--- src/hdl/tlfq_ram.sv ---
// Generic simple dual-port RAM with registered read.
`timescale 1ns / 1ps
`default_nettype none
module tlfq_ram #(
  parameter int WIDTH = 8,
  parameter int DEPTH = 16
) (
  input  logic                                   clk,
  input  logic                                   we,
  input  logic [((DEPTH > 1) ? $clog2(DEPTH) : 1)-1:0] waddr,
  input  logic [WIDTH-1:0]                       wdata,
  input  logic [((DEPTH > 1) ? $clog2(DEPTH) : 1)-1:0] raddr,
  output logic [WIDTH-1:0]                       rdata
);

  logic [WIDTH-1:0] mem [DEPTH];

  always_ff @(posedge clk) begin
    if (we) begin
      mem[waddr] <= wdata;
    end
    rdata <= mem[raddr];
  end

endmodule
`default_nettype wire

--- config.mk ---
export PLATFORM = sky130hd
export DESIGN_NAME = tlfq_ram
export DESIGN_NICKNAME = d
export VERILOG_FILES = /design/src/hdl/tlfq_ram.sv
export SDC_FILE = /design/constraint.sdc
export NUM_CORES = 1
export LEC_CHECK = 0
export BUFFER_PORTS_ARGS = -buffer_cell sky130_fd_sc_hd__buf_4
export CORE_ASPECT_RATIO = 0.5
export CORE_MARGIN = 1.5
export CORE_UTILIZATION = 54
export DETAILED_ROUTE_END_ITERATION = 7
export PLACE_DENSITY_LB_ADDON = 0.05
export SYNTH_ARGS = -nofsm -noshare
export SYNTH_HDL_FRONTEND = slang
export SYNTH_SLANG_ARGS = --single-unit
--- constraint.sdc ---
create_clock -name clk -period 2 [get_ports clk]
set_input_delay 0.5 -clock clk [delete_from_list [all_inputs] [get_ports clk]]
set_output_delay 0.5 -clock clk [all_outputs]
set_load 0.02 [all_outputs]
==> results.sh <==
export IMPL_outcome="completed"
export IMPL_fin_skew_ps=6.25
export IMPL_slew_headroom_pct=47.6
export IMPL_post_drt_wl_per_cell_um=23.5
export IMPL_hold_viol=0
export IMPL_cts_tree="built"
export IMPL_drt_first_pass_iters=4
export IMPL_cts_hold_buffers=0
export IMPL_holdCritStartpoint="wdata[2]"
export IMPL_die_x_um=141
export IMPL_place_gp_congestion=0.795
export IMPL_timing_rr_end="rdata[0]"
export IMPL_postCtsSetupBuffers=0
export IMPL_overflow=0
export IMPL_num_rows=24
export IMPL_cts_max_level=4
export IMPL_hold_path_depth=1
export IMPL_drt_total_wl_um=9840
export IMPL_p_per_area_mw_per_mm2=1050
export IMPL_hold_end="mem[12][2]"
export IMPL_start_kind="input pin"
export IMPL_syn_avg_cell_area_um2=22.5
export IMPL_initial_utilization_pct=57.3
export IMPL_clkLatencyLatePin_ps=400
export IMPL_antenna_found_initial=0
export IMPL_min_period_ps=1560
export IMPL_syn_num_nets=247
export IMPL_fillCellCount=561
export IMPL_core_area_mm2=0.00898
export IMPL_yosysSeqAreaShare_pct=77.8
export IMPL_post_dp_hpwl_um=6550
export IMPL_portBuffers=25
export IMPL_hold_ws_ps=406
export IMPL_critical_path_class="input pin to flip-flop"
export IMPL_finalSetupViolCount=0
export IMPL_n_antenna_cell=0
export IMPL_num_vias=2402
export IMPL_ys_warnings_count=0
export IMPL_critPathCaptureType="flip-flop"
export IMPL_rsz0062_at_grt="false"
export IMPL_cts_buffers=17
export IMPL_slew_viol_final=0
export IMPL_cts_resized=0
export IMPL_holdCritPathClass="input pin to flip-flop"
export IMPL_worstPathArrival_ps=1830
export IMPL_yosys_top_cells_area="edfxtp_1 75%, mux4_2 7.9%, mux4_1 7.1%"
export IMPL_syn_area_mm2=0.00515
export IMPL_r2r_start="mem[1][0]"
export IMPL_synth_top_area_share_pct=74.7
export IMPL_clock_path_buffers=2
export IMPL_p_leak_nw=2.12
export IMPL_drt_iter0_markers=253
export IMPL_post_route_drc_count=0
export IMPL_setup_slack_ps=443
export IMPL_mostFrequentLayoutCell="edfxtp_1"
export IMPL_yosys_cell_types_count=19
export IMPL_final_cell_mix="128 x edfxtp_1, 47 x buf_4, 18 x mux4_2"
export IMPL_syn_inst=229
export IMPL_cts_sinks=136
export IMPL_cp_required_ps=2280
export IMPL_nets=306
export IMPL_rrSetupSlack_ps=510
export IMPL_crit_path_max_fanout=6
export IMPL_maxCapViolations=0
export IMPL_tns_ps=0
export IMPL_place_ws_ps=24.4
export IMPL_layout_drive_gt1_share_pct=32.6
export IMPL_placed_cells=386
export IMPL_final_util_pct=68.9
export IMPL_die_area_mm2=0.0102
export IMPL_layout_cells_non_filler=418
export IMPL_grt_max_degree=17
export IMPL_die_h_um=72.0
export IMPL_tightest_slew_ps=784
export IMPL_clkTransAtPathRegs_ps=60
export IMPL_min_period_over_period_pct=77.8
export IMPL_via_per_inst=5.75
export IMPL_grt_pass1_vias=2470
export IMPL_area_delta_synth_final_pct=20.1
export IMPL_grt_use_total_pct=22.0
export IMPL_num_io_pins=26
export IMPL_cts_root_buf="clkbuf_16"
export IMPL_synth_seq_cells=136
export IMPL_grt_pass1_wl_um=15100
export IMPL_r2r_cells=3
export IMPL_max_vdd_ir_drop_uv=642
export IMPL_synth_top_area_cell="edfxtp_1"
export IMPL_ant_nets=0
export IMPL_max_freq_mhz=642
-- registers in the layout (all words and copies together) (netlist names) --
name   count
mem      128
rdata      8
-- layer usage --
layer	global-route usage, %	up-vias	wire [µm]
met5	0	-	0
met4	7.64	0	63
met3	5.28	5	809
met2	30.8	70	4310
met1	34.4	1231	4650
li1	-	1096	-
-- power breakdown --
part	switching, W	internal [W]
combinational	0.000193	0.000156
sequential	0.0000172	0.00319
clock	0.00110	0.00181
-- critical path, stage by stage --
cell and delay, ps:
buf_4 160, buf_4 200, mux4_1 560, a22oi_1 310
nand2_1 100
-- final cells by class --
| class | instances | area [µm²] | area share [%] |
|---|---|---|---|
| clock inverters | 14 | 134 | 2.17 |
| clock buffers | 18 | 429 | 6.94 |
| repair buffers | 50 | 413 | 6.68 |
| well taps | 117 | 146 | 2.37 |
| multi-input cells | 83 | 1060 | 17.1 |
| flip-flops and latches | 136 | 4000 | 64.8 |
-- worst max-delay path by stage --
| stage | endpoint | slack (ps) | cells past startpoint | start |
|---|---|---|---|---|
| after floorplan | mem[0][0] | 7 | 2 | waddr[2] |
| after CTS | rdata[4] | 450 | 5 | raddr[0] |
| after global placement | rdata[4] | 10 | 5 | raddr[0] |
| final | rdata[3] | 440 | 5 | raddr[0] |
| after global routing | rdata[3] | 410 | 5 | raddr[0] |
| after detailed placement | rdata[4] | 20 | 5 | raddr[0] |
-- cells by family after synthesis --
family | synth area share [%]
flip-flops | 77.8
AND/OR/NAND/NOR | 3.18
multiplexers | 15.0
AO/OA/AOI/OAI | 2.33
buffers and inverters | 1.68
-- cells in the mapped netlist --
cell             number
a22oi_1              16
and2_1                1
and2b_1               1
buf_2                 3
buf_4                 1
buf_6                 3
clkdlybuf4s25_2       3
dfxtp_1               8
edfxtp_1            128
mux4_1               14
mux4_2               18
nand2_1               9
nand2b_1              2
nand3_1               1
nand3b_1              2
nor2_1               13
nor2b_1               1
nor3_1                4
or3b_2                1
-- metrics by stage --
stage	cell area [µm²]	total power, W
2_1_floorplan	5150	0.00344
3_3_place_gp	5620	0.00361
3_5_place_dp	5620	0.00362
4_1_cts	6180	0.00651
5_1_grt	6180	0.00667
6_report	6180	0.00647
Note: power is estimated with default switching activity, not from simulation.
